## src/sv/rpa_pkg.sv

```systemverilog
`timescale 1ns / 1ps
// ----------------------------------------------------------------------------
// rpa_pkg
// shared constants, codes and types of the region page allocator
// ----------------------------------------------------------------------------
package rpa_pkg;

  // pool geometry
  localparam int NUM_PAGES   = 64;
  localparam int PAGE_BYTES  = 16 * 1024;
  localparam int ALIGN_BYTES = 64;
  localparam int NUM_REGIONS = 4;

  // derived widths
  localparam int PG_W       = (NUM_PAGES > 1) ? $clog2(NUM_PAGES) : 1;
  localparam int CNT_W      = $clog2(NUM_PAGES + 1);
  localparam int PAGE_SHIFT = $clog2(PAGE_BYTES);
  localparam int FILL_W     = $clog2(PAGE_BYTES + 1);
  localparam int RGN_W      = (NUM_REGIONS > 1) ? $clog2(NUM_REGIONS) : 1;

  // transaction field widths
  localparam int ACTION_W    = 2;
  localparam int REGION_W    = 2;
  localparam int SIZE_W      = 16;
  localparam int PAGE_FLD_W  = 6;
  localparam int ADDR_W      = 20;
  localparam int STATUS_W    = 2;
  localparam int ASZ_W       = SIZE_W + 1;
  localparam int SUM_W       = ASZ_W + 1;
  localparam int IN_TDATA_W  = 24;
  localparam int IN_TUSER_W  = ACTION_W;
  localparam int OUT_TDATA_W = 24;
  localparam int OUT_PAD_W   = OUT_TDATA_W - ADDR_W - STATUS_W;

  // result status codes
  localparam logic [STATUS_W-1:0] ST_OK      = 2'd0;
  localparam logic [STATUS_W-1:0] ST_NO_PAGE = 2'd1;
  localparam logic [STATUS_W-1:0] ST_TOO_BIG = 2'd2;

  typedef enum logic [ACTION_W-1:0] {
    ACT_ALLOC   = 2'd0,
    ACT_TAKE    = 2'd1,
    ACT_GIVE    = 2'd2,
    ACT_COLLECT = 2'd3
  } rpa_act_t;

  typedef enum logic [3:0] {
    S_IDLE,
    S_LOAD,
    S_FILL_RD,
    S_TAKE,
    S_TAKE_RD,
    S_TAKE_WR,
    S_LINK_WR,
    S_WALK_ISSUE,
    S_WALK_RD,
    S_FINISH
  } rpa_state_t;

  // controller to datapath
  typedef struct packed {
    logic cap_in;
    logic bump;
    logic take_pop_rd;
    logic take_pop;
    logic take_fresh;
    logic take_wr;
    logic link_wr;
    logic push_give;
    logic walk_start;
    logic walk_issue;
    logic walk_push;
    logic set_err1;
    logic set_err2;
    logic out_load;
  } rpa_cmd_t;

  // datapath to controller
  typedef struct packed {
    rpa_act_t action;
    logic     region_ok;
    logic     too_big;
    logic     active;
    logic     free_nonempty;
    logic     fresh_avail;
    logic     give_ok;
    logic     fits;
    logic     walk_done;
    logic     out_free;
  } rpa_sts_t;

endpackage

```

## src/sv/region_page_allocator.sv

```systemverilog
`timescale 1ns / 1ps
// ----------------------------------------------------------------------------
// region_page_allocator
// per-region bump allocator over a pool of fixed-size pages
// ----------------------------------------------------------------------------
// Takes one transaction at a time and returns exactly one result per
// transaction. Give-back and no-op items go from load straight to finish;
// an allocation that fits the region's last page first reads its fill; an
// allocation or bare take that needs a new page takes one, with a read of
// the link memory when popped from the free stack and a link write when
// chaining onto an existing region; a collect walks the region page by
// page through the single read port of the link memory. The sequencer
// returns to idle before the next item is accepted. A finished result sits
// in the output register, so the next transaction is taken while it waits;
// the block only holds off if a second result completes before the first
// has been taken. No clearing pass is needed after reset: page memories are
// only ever read at entries already written.
module region_page_allocator (
  input  logic                             clk,
  input  logic                             rst,
  // request stream
  input  logic                             s_tvalid,
  output logic                             s_tready,
  input  logic [rpa_pkg::IN_TDATA_W-1:0]   s_tdata,  // region[1:0], size[17:2], page[23:18]
  input  logic [rpa_pkg::IN_TUSER_W-1:0]   s_tuser,  // action[1:0]
  // result stream
  output logic                             m_tvalid,
  input  logic                             m_tready,
  output logic [rpa_pkg::OUT_TDATA_W-1:0]  m_tdata   // address[19:0], status[21:20], zero[23:22]
);

  // command and status between sequencer and datapath
  rpa_pkg::rpa_cmd_t cmd;
  rpa_pkg::rpa_sts_t sts;

  // sequencer: decodes the action and steps through memory accesses
  rpa_ctrl u_ctrl (
    .clk      (clk),
    .rst      (rst),
    .s_tvalid (s_tvalid),
    .s_tready (s_tready),
    .sts      (sts),
    .cmd      (cmd)
  );

  // datapath: link and fill memories, free stack, region table, result register
  rpa_dp u_dp (
    .clk      (clk),
    .rst      (rst),
    .s_tdata  (s_tdata),
    .s_tuser  (s_tuser),
    .cmd      (cmd),
    .sts      (sts),
    .m_tvalid (m_tvalid),
    .m_tready (m_tready),
    .m_tdata  (m_tdata)
  );

endmodule

```

## src/sv/rpa_ram.sv

```systemverilog
`timescale 1ns / 1ps
// ----------------------------------------------------------------------------
// rpa_ram
// generic single write port, single read port ram with registered read
// ----------------------------------------------------------------------------
module rpa_ram #(
  parameter int WIDTH = 8,
  parameter int DEPTH = 16
) (
  input  logic                                        clk,
  input  logic                                        we,
  input  logic [((DEPTH > 1) ? $clog2(DEPTH) : 1)-1:0] waddr,
  input  logic [WIDTH-1:0]                            wdata,
  input  logic [((DEPTH > 1) ? $clog2(DEPTH) : 1)-1:0] raddr,
  output logic [WIDTH-1:0]                            rdata
);

  logic [WIDTH-1:0] mem [DEPTH];

  always_ff @(posedge clk) begin
    if (we) begin
      mem[waddr] <= wdata;
    end
    rdata <= mem[raddr];
  end

endmodule

```

## src/sv/rpa_ctrl.sv

```systemverilog
`timescale 1ns / 1ps
// ----------------------------------------------------------------------------
// rpa_ctrl
// sequencer of the allocator: one transaction at a time
// ----------------------------------------------------------------------------
module rpa_ctrl (
  input  logic              clk,
  input  logic              rst,
  input  logic              s_tvalid,
  output logic              s_tready,
  input  rpa_pkg::rpa_sts_t sts,
  output rpa_pkg::rpa_cmd_t cmd
);

  rpa_pkg::rpa_state_t state, state_next;

  always_ff @(posedge clk) begin
    if (rst) begin
      state <= rpa_pkg::S_IDLE;
    end else begin
      state <= state_next;
    end
  end

  // next state
  always_comb begin
    state_next = state;
    case (state)
      rpa_pkg::S_IDLE: begin
        if (s_tvalid) state_next = rpa_pkg::S_LOAD;
      end
      rpa_pkg::S_LOAD: begin
        case (sts.action)
          rpa_pkg::ACT_ALLOC: begin
            if (!sts.region_ok || sts.too_big) state_next = rpa_pkg::S_FINISH;
            else if (!sts.active) state_next = rpa_pkg::S_TAKE;
            else state_next = rpa_pkg::S_FILL_RD;
          end
          rpa_pkg::ACT_TAKE: state_next = rpa_pkg::S_TAKE;
          rpa_pkg::ACT_COLLECT: begin
            if (sts.region_ok && sts.active) state_next = rpa_pkg::S_WALK_ISSUE;
            else state_next = rpa_pkg::S_FINISH;
          end
          default: state_next = rpa_pkg::S_FINISH;
        endcase
      end
      rpa_pkg::S_FILL_RD: begin
        if (sts.fits) state_next = rpa_pkg::S_FINISH;
        else state_next = rpa_pkg::S_TAKE;
      end
      rpa_pkg::S_TAKE: begin
        if (sts.free_nonempty) state_next = rpa_pkg::S_TAKE_RD;
        else if (sts.fresh_avail) state_next = rpa_pkg::S_TAKE_WR;
        else state_next = rpa_pkg::S_FINISH;
      end
      rpa_pkg::S_TAKE_RD: state_next = rpa_pkg::S_TAKE_WR;
      rpa_pkg::S_TAKE_WR: begin
        if (sts.action == rpa_pkg::ACT_ALLOC && sts.active) state_next = rpa_pkg::S_LINK_WR;
        else state_next = rpa_pkg::S_FINISH;
      end
      rpa_pkg::S_LINK_WR: state_next = rpa_pkg::S_FINISH;
      rpa_pkg::S_WALK_ISSUE: state_next = rpa_pkg::S_WALK_RD;
      rpa_pkg::S_WALK_RD: begin
        if (sts.walk_done) state_next = rpa_pkg::S_FINISH;
        else state_next = rpa_pkg::S_WALK_ISSUE;
      end
      rpa_pkg::S_FINISH: begin
        if (sts.out_free) state_next = rpa_pkg::S_IDLE;
      end
      default: state_next = rpa_pkg::S_IDLE;
    endcase
  end

  // commands
  always_comb begin
    cmd      = '0;
    s_tready = 1'b0;
    case (state)
      rpa_pkg::S_IDLE: begin
        s_tready   = 1'b1;
        cmd.cap_in = s_tvalid;
      end
      rpa_pkg::S_LOAD: begin
        case (sts.action)
          rpa_pkg::ACT_ALLOC: begin
            cmd.set_err2 = sts.region_ok && sts.too_big;
          end
          rpa_pkg::ACT_GIVE: begin
            cmd.push_give = sts.give_ok;
          end
          rpa_pkg::ACT_COLLECT: begin
            cmd.walk_start = sts.region_ok && sts.active;
          end
          default: ;
        endcase
      end
      rpa_pkg::S_FILL_RD: begin
        cmd.bump = sts.fits;
      end
      rpa_pkg::S_TAKE: begin
        cmd.take_pop_rd = sts.free_nonempty;
        cmd.take_fresh  = !sts.free_nonempty && sts.fresh_avail;
        cmd.set_err1    = !sts.free_nonempty && !sts.fresh_avail;
      end
      rpa_pkg::S_TAKE_RD:    cmd.take_pop   = 1'b1;
      rpa_pkg::S_TAKE_WR:    cmd.take_wr    = 1'b1;
      rpa_pkg::S_LINK_WR:    cmd.link_wr    = 1'b1;
      rpa_pkg::S_WALK_ISSUE: cmd.walk_issue = 1'b1;
      rpa_pkg::S_WALK_RD:    cmd.walk_push  = 1'b1;
      rpa_pkg::S_FINISH:     cmd.out_load   = sts.out_free;
      default: ;
    endcase
  end

endmodule

```

## src/sv/rpa_dp.sv

```systemverilog
`timescale 1ns / 1ps
// ----------------------------------------------------------------------------
// rpa_dp
// allocator datapath: page memories, free stack, region table, result register
// ----------------------------------------------------------------------------
module rpa_dp (
  input  logic                               clk,
  input  logic                               rst,
  input  logic [rpa_pkg::IN_TDATA_W-1:0]     s_tdata,
  input  logic [rpa_pkg::IN_TUSER_W-1:0]     s_tuser,
  input  rpa_pkg::rpa_cmd_t                  cmd,
  output rpa_pkg::rpa_sts_t                  sts,
  output logic                               m_tvalid,
  input  logic                               m_tready,
  output logic [rpa_pkg::OUT_TDATA_W-1:0]    m_tdata
);

  // captured transaction
  rpa_pkg::rpa_act_t                 action_r;
  logic [rpa_pkg::REGION_W-1:0]      region_r;
  logic [rpa_pkg::SIZE_W-1:0]        size_r;
  logic [rpa_pkg::PAGE_FLD_W-1:0]    page_r;

  // allocator state
  logic [rpa_pkg::PG_W-1:0]          free_top;
  logic                              free_nonempty;
  logic [rpa_pkg::CNT_W-1:0]         fresh_count;
  logic [rpa_pkg::PG_W-1:0]          region_head [rpa_pkg::NUM_REGIONS];
  logic [rpa_pkg::PG_W-1:0]          region_tail [rpa_pkg::NUM_REGIONS];
  logic [rpa_pkg::NUM_REGIONS-1:0]   region_active;

  // working registers
  logic [rpa_pkg::PG_W-1:0]          pg_r;
  logic [rpa_pkg::PG_W-1:0]          cur_r;
  logic [rpa_pkg::PG_W-1:0]          n_r;
  logic [rpa_pkg::ADDR_W-1:0]        res_addr;
  logic [rpa_pkg::STATUS_W-1:0]      res_status;

  // memory ports
  logic                              link_we;
  logic [rpa_pkg::PG_W-1:0]          link_waddr, link_wdata, link_raddr, link_rdata;
  logic                              fill_we;
  logic [rpa_pkg::PG_W-1:0]          fill_waddr, fill_raddr;
  logic [rpa_pkg::FILL_W-1:0]        fill_wdata, fill_rdata;

  logic [rpa_pkg::RGN_W-1:0]         rg;
  logic [rpa_pkg::PG_W-1:0]          cur_tail, cur_head;
  logic                              cur_active;
  logic [rpa_pkg::ASZ_W-1:0]         round_sum, asz_raw, asz;
  logic [rpa_pkg::SUM_W-1:0]         fill_sum;
  logic                              nxt_bad, pop_bottom, walk_done, alloc_new;
  logic [rpa_pkg::PG_W-1:0]          push_pg, push_link;

  rpa_ram #(.WIDTH(rpa_pkg::PG_W), .DEPTH(rpa_pkg::NUM_PAGES)) u_link_ram (
    .clk   (clk),
    .we    (link_we),
    .waddr (link_waddr),
    .wdata (link_wdata),
    .raddr (link_raddr),
    .rdata (link_rdata)
  );

  rpa_ram #(.WIDTH(rpa_pkg::FILL_W), .DEPTH(rpa_pkg::NUM_PAGES)) u_fill_ram (
    .clk   (clk),
    .we    (fill_we),
    .waddr (fill_waddr),
    .wdata (fill_wdata),
    .raddr (fill_raddr),
    .rdata (fill_rdata)
  );

  assign rg         = rpa_pkg::RGN_W'(region_r);
  assign cur_tail   = region_tail[rg];
  assign cur_head   = region_head[rg];
  assign cur_active = region_active[rg];
  assign alloc_new  = (action_r == rpa_pkg::ACT_ALLOC) && !cur_active;

  // round up to the alignment, an empty request still takes one granule
  assign round_sum = rpa_pkg::ASZ_W'(size_r) + rpa_pkg::ASZ_W'(rpa_pkg::ALIGN_BYTES - 1);
  assign asz_raw   = round_sum & ~rpa_pkg::ASZ_W'(rpa_pkg::ALIGN_BYTES - 1);
  assign asz       = (asz_raw == '0) ? rpa_pkg::ASZ_W'(rpa_pkg::ALIGN_BYTES) : asz_raw;
  assign fill_sum  = rpa_pkg::SUM_W'(fill_rdata) + rpa_pkg::SUM_W'(asz);

  // free stack and chain walk
  assign nxt_bad    = (rpa_pkg::CNT_W + 1)'(link_rdata) >= (rpa_pkg::CNT_W + 1)'(rpa_pkg::NUM_PAGES);
  assign pop_bottom = (link_rdata == pg_r) || nxt_bad;
  assign walk_done  = (cur_r == cur_tail) || nxt_bad ||
                      (n_r == rpa_pkg::PG_W'(rpa_pkg::NUM_PAGES - 1));
  assign push_pg    = cmd.walk_push ? cur_r : rpa_pkg::PG_W'(page_r);
  assign push_link  = free_nonempty ? free_top : push_pg;

  always_comb begin
    sts.action        = action_r;
    sts.region_ok     = 32'(region_r) < 32'(rpa_pkg::NUM_REGIONS);
    sts.too_big       = asz > rpa_pkg::ASZ_W'(rpa_pkg::PAGE_BYTES);
    sts.active        = cur_active;
    sts.free_nonempty = free_nonempty;
    sts.fresh_avail   = fresh_count < rpa_pkg::CNT_W'(rpa_pkg::NUM_PAGES);
    sts.give_ok       = 32'(page_r) < 32'(fresh_count);
    sts.fits          = fill_sum <= rpa_pkg::SUM_W'(rpa_pkg::PAGE_BYTES);
    sts.walk_done     = walk_done;
    sts.out_free      = !m_tvalid || m_tready;
  end

  // link memory port muxing
  always_comb begin
    link_we    = 1'b0;
    link_waddr = pg_r;
    link_wdata = pg_r;
    if (cmd.take_wr) begin
      link_we = 1'b1;
    end else if (cmd.link_wr) begin
      link_we    = 1'b1;
      link_waddr = cur_tail;
    end else if (cmd.push_give || cmd.walk_push) begin
      link_we    = 1'b1;
      link_waddr = push_pg;
      link_wdata = push_link;
    end
  end

  assign link_raddr = cmd.walk_issue ? cur_r : free_top;

  // fill memory: fresh page or bump of the tail page
  assign fill_we    = cmd.take_wr || cmd.bump;
  assign fill_waddr = cmd.take_wr ? pg_r : cur_tail;
  assign fill_wdata = cmd.take_wr ?
                      ((action_r == rpa_pkg::ACT_ALLOC) ? rpa_pkg::FILL_W'(asz) : '0) :
                      rpa_pkg::FILL_W'(fill_sum);
  assign fill_raddr = cur_tail;

  always_ff @(posedge clk) begin
    if (rst) begin
      free_top      <= '0;
      free_nonempty <= 1'b0;
      fresh_count   <= '0;
      region_active <= '0;
      m_tvalid      <= 1'b0;
    end else begin
      if (cmd.push_give || cmd.walk_push) begin
        free_top      <= push_pg;
        free_nonempty <= 1'b1;
      end
      if (cmd.take_pop) begin
        if (pop_bottom) free_nonempty <= 1'b0;
        else free_top <= link_rdata;
      end
      if (cmd.take_fresh) begin
        fresh_count <= fresh_count + 1'b1;
      end
      if (cmd.take_wr && alloc_new) begin
        region_active[rg] <= 1'b1;
      end
      if (cmd.walk_push && walk_done) begin
        region_active[rg] <= 1'b0;
      end
      if (cmd.out_load) m_tvalid <= 1'b1;
      else if (m_tready) m_tvalid <= 1'b0;
    end
  end

  always_ff @(posedge clk) begin
    if (cmd.cap_in) begin
      action_r   <= rpa_pkg::rpa_act_t'(s_tuser);
      region_r   <= s_tdata[rpa_pkg::REGION_W-1:0];
      size_r     <= s_tdata[rpa_pkg::REGION_W +: rpa_pkg::SIZE_W];
      page_r     <= s_tdata[rpa_pkg::REGION_W + rpa_pkg::SIZE_W +: rpa_pkg::PAGE_FLD_W];
      res_addr   <= '0;
      res_status <= rpa_pkg::ST_OK;
    end
    if (cmd.take_pop_rd) pg_r <= free_top;
    if (cmd.take_fresh) pg_r <= rpa_pkg::PG_W'(fresh_count);
    if (cmd.take_wr) begin
      res_addr <= rpa_pkg::ADDR_W'({pg_r, {rpa_pkg::PAGE_SHIFT{1'b0}}});
      if (alloc_new) begin
        region_head[rg] <= pg_r;
        region_tail[rg] <= pg_r;
      end
    end
    if (cmd.link_wr) region_tail[rg] <= pg_r;
    if (cmd.bump) begin
      res_addr <= rpa_pkg::ADDR_W'({cur_tail, fill_rdata[rpa_pkg::PAGE_SHIFT-1:0]});
    end
    if (cmd.set_err1) res_status <= rpa_pkg::ST_NO_PAGE;
    if (cmd.set_err2) res_status <= rpa_pkg::ST_TOO_BIG;
    if (cmd.walk_start) begin
      cur_r <= cur_head;
      n_r   <= '0;
    end
    if (cmd.walk_push) begin
      cur_r <= link_rdata;
      n_r   <= n_r + 1'b1;
    end
    if (cmd.out_load) begin
      m_tdata <= {{rpa_pkg::OUT_PAD_W{1'b0}}, res_status, res_addr};
    end
  end

  a_fresh_bound: assert property (@(posedge clk) disable iff (rst)
    cmd.take_fresh |-> fresh_count < rpa_pkg::CNT_W'(rpa_pkg::NUM_PAGES))
    else $error("fresh page taken with pool used up");

  a_pop_nonempty: assert property (@(posedge clk) disable iff (rst)
    cmd.take_pop_rd |-> free_nonempty)
    else $error("pop from empty free stack");

  a_out_load: assert property (@(posedge clk) disable iff (rst)
    cmd.out_load |=> m_tvalid)
    else $error("result not presented after load");

  a_too_big: assert property (@(posedge clk) disable iff (rst)
    cmd.set_err2 |=> (res_addr == '0) && (res_status == rpa_pkg::ST_TOO_BIG))
    else $error("oversized request left an address");

endmodule
```

## config.mk

```make
export PLATFORM = sky130hd
export DESIGN_NAME = region_page_allocator
export DESIGN_NICKNAME = d
export VERILOG_FILES = /design/src/sv/rpa_pkg.sv /design/src/sv/region_page_allocator.sv /design/src/sv/rpa_ram.sv /design/src/sv/rpa_ctrl.sv /design/src/sv/rpa_dp.sv
export SDC_FILE = /design/constraint.sdc
export NUM_CORES = 2
export LEC_CHECK = 0
export ABC_AREA = 1
export BUFFER_PORTS_ARGS = -buffer_cell sky130_fd_sc_hd__buf_2
export CELL_PAD_IN_SITES_DETAIL_PLACEMENT = 1
export CELL_PAD_IN_SITES_GLOBAL_PLACEMENT = 1
export CORE_UTILIZATION = 47
export CTS_CLUSTER_SIZE = 24
export DETAILED_ROUTE_END_ITERATION = 10
export HOLD_SLACK_MARGIN = 0.15
export MAX_ROUTING_LAYER = met4
export PLACE_DENSITY = 0.78
export SLEW_MARGIN = 10
export SYNTH_ARGS = -nofsm -noshare
export SYNTH_HDL_FRONTEND = slang
export SYNTH_SLANG_ARGS = --single-unit
```

## constraint.sdc

```tcl
create_clock -name clk -period 5.4 [get_ports clk]
set_input_delay 0 -clock clk [delete_from_list [all_inputs] [get_ports clk]]
set_output_delay 0 -clock clk [all_outputs]
set_load 0.02 [all_outputs]
```

# After elaboration in Yosys (flattened, before gate mapping)
# Memories as Yosys holds them, arrays and structs flattened. A register that Yosys moved wholly into a read port is not among the register bits.
# Cells that the tools add are included.
# totals
memories,4
elab_cells,158
regBits,111
in_bits,30
out_inout_bits,26
mem_bits_rw,1392
# memory_table
name,depth,word_bits,rd,rd_ports_with_merged_regs,write_ports,line,text
u_dp.u_fill_ram.mem,64,15,1,1,1,rpa_ram.sv:18,logic [WIDTH-1:0] mem [DEPTH];
u_dp.u_link_ram.mem,64,6,1,1,1,rpa_ram.sv:18,
u_dp.region_head,4,6,1,1,1,rpa_dp.sv:28,logic [rpa_pkg::PG_W-1:0] region_head [rpa_pkg::NUM_REGIONS];
u_dp.region_tail,4,6,1,1,1,rpa_dp.sv:29,logic [rpa_pkg::PG_W-1:0] region_tail [rpa_pkg::NUM_REGIONS];
# op_classes
n_eq_ne,17
n_lt_le_gt_ge,6
n_reduce_logical,24
add_sub_neg,4
n_bitwise,4
mux,83
# op_table
operator,count
6-bit two-way mux,20
20-bit two-way mux,3
4-bit two-way mux,12
4-bit one-hot mux with 10 select lines,1
1-bit two-way mux,36
15-bit two-way mux,2
15-bit by 17-bit adder with 18-bit output,1
18-bit by 15-bit <= comparator with 1-bit output (second input constant),1
16-bit by 6-bit adder with 17-bit output (second input constant),1
17-bit by 15-bit > comparator with 1-bit output (second input constant),1
17-bit zero test,1
17-bit two-way mux,1
4-bit by 3-bit == test with 1-bit output (second input constant),4
6-bit == test,2
4-bit one-hot mux with 3 select lines,1
2-bit two-way mux,5
4-bit by 2-bit == test with 1-bit output (second input constant),2
4-bit == test (second input constant),2
2-bit nonzero test,4
7-bit by 1-bit adder with 7-bit output (second input constant),1
1-bit logical AND,7
6-bit by 7-bit < comparator with 1-bit output,1
7-bit < comparator (second input constant),1
6-bit by 1-bit adder with 6-bit output (second input constant),1
20 further kinds,27

# Depth between registers and ports, before layout
# depth
ltp_word,10
ltp_mapped,27
depth_no_buf,26

# Cells and area by module
# From an unflattened synthesis, not the netlist that was laid out.
# unflattened
cells_unflattened,5598
area_unflattened_um2,63363.3
# by_module_without_submodules
module,area_per_inst_um2,instances,seq_area_each_um2,cells_each
rpa_ram at u_dp.u_fill_ram,39273.9,1,29127.9,3304
rpa_ram at u_dp.u_link_ram,15930.3,1,11651.2,1376
rpa_dp,7698.6,1,4484.3,828
rpa_ctrl,460.4,1,80.1,90

# Least setup slack after synthesis
# Ideal clock, no wire load.
# synth_timing
path_type,reg2reg
startpoint,register u_dp.size_r[1] (netlist name)
endpoint,memory u_dp.u_fill_ram.mem[0][11] (netlist name) (data pin)
n_path_buf,1
path_stages_with_launch,17
setup_slack_ns,0.136
required_ns,4.698
synth_period_minus_slack_ns,5.264
arrival_time_ns,4.562
setup_ns,0.702
cell_sequence,edfxtp_1 -> nor2_1 -> nand3_1 -> clkbuf_1 -> xor2_1 -> nand2_1 -> nor2_1 -> nand4_1 -> nand2_1 -> ha_1 -> nand3_1 -> nand2_1 -> nand2_1 -> nand2_1 -> a21oi_1 -> xor2_1 -> o21ai_0
# synth_between
elab_chain_len,5
word_cells_on_any_way,6
classes_between,add/sub: 2; mux: 3; reduce/logical: 1
# synth_rtl
element,line,text
start: declaration,rpa_dp.sv:21,logic [rpa_pkg::SIZE_W-1:0] size_r;
start signal: assignment,rpa_dp.sv:166,size_r <= s_tdata[rpa_pkg::REGION_W +: rpa_pkg::SIZE_W];
16-bit by 6-bit adder with 17-bit output (*),rpa_dp.sv:79,assign round_sum = rpa_pkg::ASZ_W'(size_r) + rpa_pkg::ASZ_W'(rpa_pkg::ALIGN_BYTES - 1);
17-bit zero test,rpa_dp.sv:81,assign asz = (asz_raw == '0) ? rpa_pkg::ASZ_W'(rpa_pkg::ALIGN_BYTES) : asz_raw;
17-bit two-way mux (*),rpa_dp.sv:81,
15-bit by 17-bit adder with 18-bit output / 15-bit two-way mux (equally long branches),"rpa_dp.sv:82, rpa_dp.sv:128",
15-bit two-way mux (*),rpa_dp.sv:127,assign fill_wdata = cmd.take_wr ?
"named net u_dp.fill_wdata, one bit",rpa_dp.sv:44,"logic [rpa_pkg::FILL_W-1:0] fill_wdata, fill_rdata;"
end: declaration,rpa_ram.sv:18,
# Mark *: on every way through the listed nets, which the timed path passes. The rest lies on a longest branch.

# Worst setup path in the final report
# layout_timing
startpoint,register u_dp.size_r[2] (netlist name)
endpoint,"memory u_dp.u_fill_ram.mem[1][4] (netlist name), enable pin"
# layout_between
elab_chain_len,9
# layout_rtl
element,line,text
16-bit by 6-bit adder with 17-bit output (*),rpa_dp.sv:79,
17-bit zero test,rpa_dp.sv:81,
17-bit two-way mux (*),rpa_dp.sv:81,
15-bit by 17-bit adder with 18-bit output (*),rpa_dp.sv:82,assign fill_sum = rpa_pkg::SUM_W'(fill_rdata) + rpa_pkg::SUM_W'(asz);
18-bit by 15-bit <= comparator with 1-bit output (*),rpa_dp.sv:100,sts.fits = fill_sum <= rpa_pkg::SUM_W'(rpa_pkg::PAGE_BYTES);
1-bit two-way mux (*),rpa_ctrl.sv:78,case (state)
1-bit logical OR (*),rpa_dp.sv:125,assign fill_we = cmd.take_wr || cmd.bump;
1-bit two-way mux (*),rpa_ram.sv:21,if (we) begin
1-bit two-way mux (not written as such) (*),rpa_ram.sv:22,mem[waddr] <= wdata;
# Mark *: on every way between the ends. The rest lies on a longest branch, timed or not.

==> results.ini <==
[outcome]
outcome=completed

[critical_path]
critPathMostFrequentCell=nand2_1
r2r-start=u_dp.size_r[2]
rrSetupSlack_ns=0.17
max_stage_delay_ns=0.46
worst_ep_arrival_time_ns=5.71
end_kind=flip-flop
crit_chain=nor2_1 -> nand3_4 -> nand2_1 -> nand2_1 -> nand2_1 -> nor2_1 -> nand4_1 -> nand2_1 -> ha_1 -> fa_1 -> nand3_1 -> nand3_1 -> xor2_2 -> nand4_1 -> nor2_1 -> nand3_1 -> nand2_1 -> nand4_1 -> nand2_4 -> nand2_1 -> buf_4 -> nor2_1 -> buf_4
start_kind=flip-flop
reg2reg_to=u_dp.u_fill_ram.mem[1][4]
path_max_fanout=15
critPathSlowestCell=fa_1
ff2ff_path_depth=23
worstSetupPathType=flip-flop to flip-flop
required_ns=5.88

[detailed_routing]
via_per_inst=6.21
wl_per_cell_um=28.1
drc=0
dr_total_vias=42300
firstDrtPassIters=8
drtIter0Drc=5109
ant_nets=0
drt-total-wl_mm=192

[sta]
rsz0062_at_grt=no
relSlewSlack_pct=14.2
tightest_slew_ns=1.27
worst_slack_ns=0.175
min_period_over_period_pct=96.8
maxSlewViolCount=0
setup-violations-final=0
fmax_mhz=191
hold_viol=0
layout_min_cycle_time_ns=5.23
finalClockSkew_ns=0.0308
fin_setup_tns_ns=0

[die]
start_util_pct=47.5
pin_count=56
die_area_sq_mm=0.132
dieHeight_um=364
row_count=132
coreArea_sq_mm=0.130
fp.dieW_um=364

[finish]
syn_to_final_growth_pct=13.5
postLayoutCellArea_sq_mm=0.0698
drive_gt1_share_pct=10.0
final_cell_mix=1478 x edfxtp_1, 1275 x nor2_1, 487 x o21ai_0
layoutNonFillerInstCount=6813
post-route-util_pct=53.9
fin_nets=4989
final_common_cell=edfxtp_1

[global_routing]
grt_pass1_vias=43400
antenna_found_initial=3
grt_busiest_layer=met2
use_met2_pct=48.4
use_met3_pct=4.37
grt_overflow=0
grt_max_degree=198
grt_pass1_wl_mm=281
met1_usage_pct=36.2
grt.total_usage_pct=29.6

[power_and_ir_drop]
peakVddDrop_v=0.000660
leakagePower_uw=0.0228
p_per_area_mw_per_mm2=675

[cts]
numCtsBuffers=155
cts.sinks=1526
clockRootBuffer=clkbuf_16
cts_tree=done
clk_latency_ns=0.81
cts_buffer_depth=3
clk_pin_slew_ns=0.07
htreeDepth=4

[placed_design]
numPlacedInstances=6469
gp_congestion=0.930
portBuffers=53
placed_cell_area_sq_mm=0.0643
hpwl_mm=114
post-place-ws_ns=-0.102

[synth]
ys_seq_area_share_pct=73.7
synth_top_area_cell=edfxtp_1
synth_area_leaders=edfxtp_1 72%, nor2_1 7.8%, o21ai_0 4.1%, o211ai_1 2.1%, o311ai_0 1.7%
synthArstFlopShare_pct=0
ys_seq_elements=1526
synth_edf_count=1478
ys.flop_type=edfxtp_1
synth_top_cell_area_share_pct=72.1
synth_warnings=0
netlist_instances=4825
yosysUniqueCellTypes=50
syn_area_sq_mm=0.0615
syn_area_per_cell_sq_um=12.8

[worst_hold_path]
hold_depth=6
min_from=s_tvalid
hold_end=u_ctrl.state[0]
hold_path_class=input pin to flip-flop

[run]
cap_violations=0

-- critical path, delay by kind of cell (launching register included) --
| family | cells | cell delay, ns |
|---|---|---|
| AND/OR/NAND/NOR | 18 | 2.92 |
| adder cells (fa/ha/maj) | 2 | 0.70 |
| buffers and inverters | 2 | 0.53 |
| flip-flops | 1 | 0.41 |
| XOR/XNOR | 1 | 0.31 |
-- power breakdown --
| part | leakage, uW | total [uW] | switching [uW] | internal, uW |
|---|---|---|---|---|
| registers | 0.0137 | 16900 | 290 | 16600 |
| logic | 0.00670 | 19700 | 15500 | 4210 |
| clock network | 0.00238 | 10600 | 4640 | 5930 |
| total | 0.0228 | 47200 | 20400 | 26700 |
-- repair_timing --
action,in CTS,in global routing
setup buffers,0,1
hold endpoints to repair,75,0
resized for setup,0,14
pin swaps,0,1
setup endpoints to repair,523,980
hold buffers,57,0
-- routing by layer --
metal  vias to the layer above  part of all wire, %  wire length [um]
li1                      18100                    -                 -
met1                     21600                   38             73800
met2                      2061                   49             94600
met3                       501                  7.3             13900
met4                         0                  4.9              9380
met5                         -                    0                 0
-- area by class of cell --
cell class / instances / area [sq um]
multi-input cells: 2842 / 14600
flip-flops and latches: 1526 / 45300
well taps: 1742 / 2180
clock inverters: 85 / 800
repair buffers: 267 / 2200
fillers: 12900 / 59800
clock buffers: 198 / 4100
inverters: 150 / 577
diodes: 3 / 7.51
-- logic make-up after synthesis --
group                    Yosys count  share of synthesized area [%]
AND/OR/NAND/NOR                 1734                           11.2
flip-flops                      1526                           73.7
AO/OA/AOI/OAI                   1076                           11.5
buffers and inverters            458                           3.02
adder cells (fa/ha/maj)           17                          0.358
XOR/XNOR                          13                          0.185
other                              1                        0.00610
-- flip-flops by register name (all words and copies together), names as in the netlist, 6 cells and up, named ones only --
name                   cells
u_dp.u_fill_ram.mem      960
u_dp.u_link_ram.rdata      6
u_dp.cur_r                 6
u_dp.region_tail          24
u_dp.res_addr             20
u_dp.m_tdata              22
u_dp.u_link_ram.mem      384
u_dp.size_r               16
u_dp.pg_r                  6
u_dp.u_fill_ram.rdata     15
u_dp.region_head          24
u_dp.n_r                   6
u_dp.fresh_count           7
u_dp.free_top              6
u_dp.page_r                6
-- worst max path at each step --
stage	start	end	slack [ns]	depth (start not counted)
detailed placement	u_dp.size_r[3]	u_dp.u_fill_ram.mem[6][2]	-0.10	23
floorplan	u_dp.size_r[1]	u_dp.u_fill_ram.mem[0][11]	0.14	16
global route	u_dp.size_r[3]	u_dp.u_fill_ram.mem[6][12]	0.001	25
global placement	u_dp.size_r[3]	u_dp.u_fill_ram.mem[6][4]	0.09	23
finish	u_dp.size_r[2]	u_dp.u_fill_ram.mem[1][4]	0.17	23
CTS	u_dp.size_r[3]	u_dp.u_fill_ram.mem[13][11]	-0.13	22
-- through the flow --
stage / power, uW / hold WS, ns
2_1_floorplan: 27200 / 0.0691
3_3_place_gp: 35200 / 0.178
3_5_place_dp: 35900 / 0.179
4_1_cts: 46600 / 0.158
5_1_grt: 48400 / 0.270
6_report: 47200 / 0.232
-- Yosys cell counts, types with 3 or more instances --
library cell	number
inv_1	136
nand2_2	8
a31oi_1	5
o221ai_1	54
o22ai_1	54
nand3_2	5
o311ai_0	120
clkbuf_1	207
nor4_1	3
edfxtp_1	1478
o21ai_1	9
o32ai_1	120
nand3b_1	3
nand2_1	222
ha_1	16
a22o_1	3
o211ai_1	172
inv_2	12
o21ai_0	499
buf_2	81
buf_1	11
nand4_1	17
nor2_2	9
nor2_1	1282
buf_4	6
xor2_1	9
nor3_1	7
dfxtp_1	48
o22ai_2	4
xnor2_1	4
a21oi_1	24
nand3_1	172
Power figures use the tool's default switching activity.
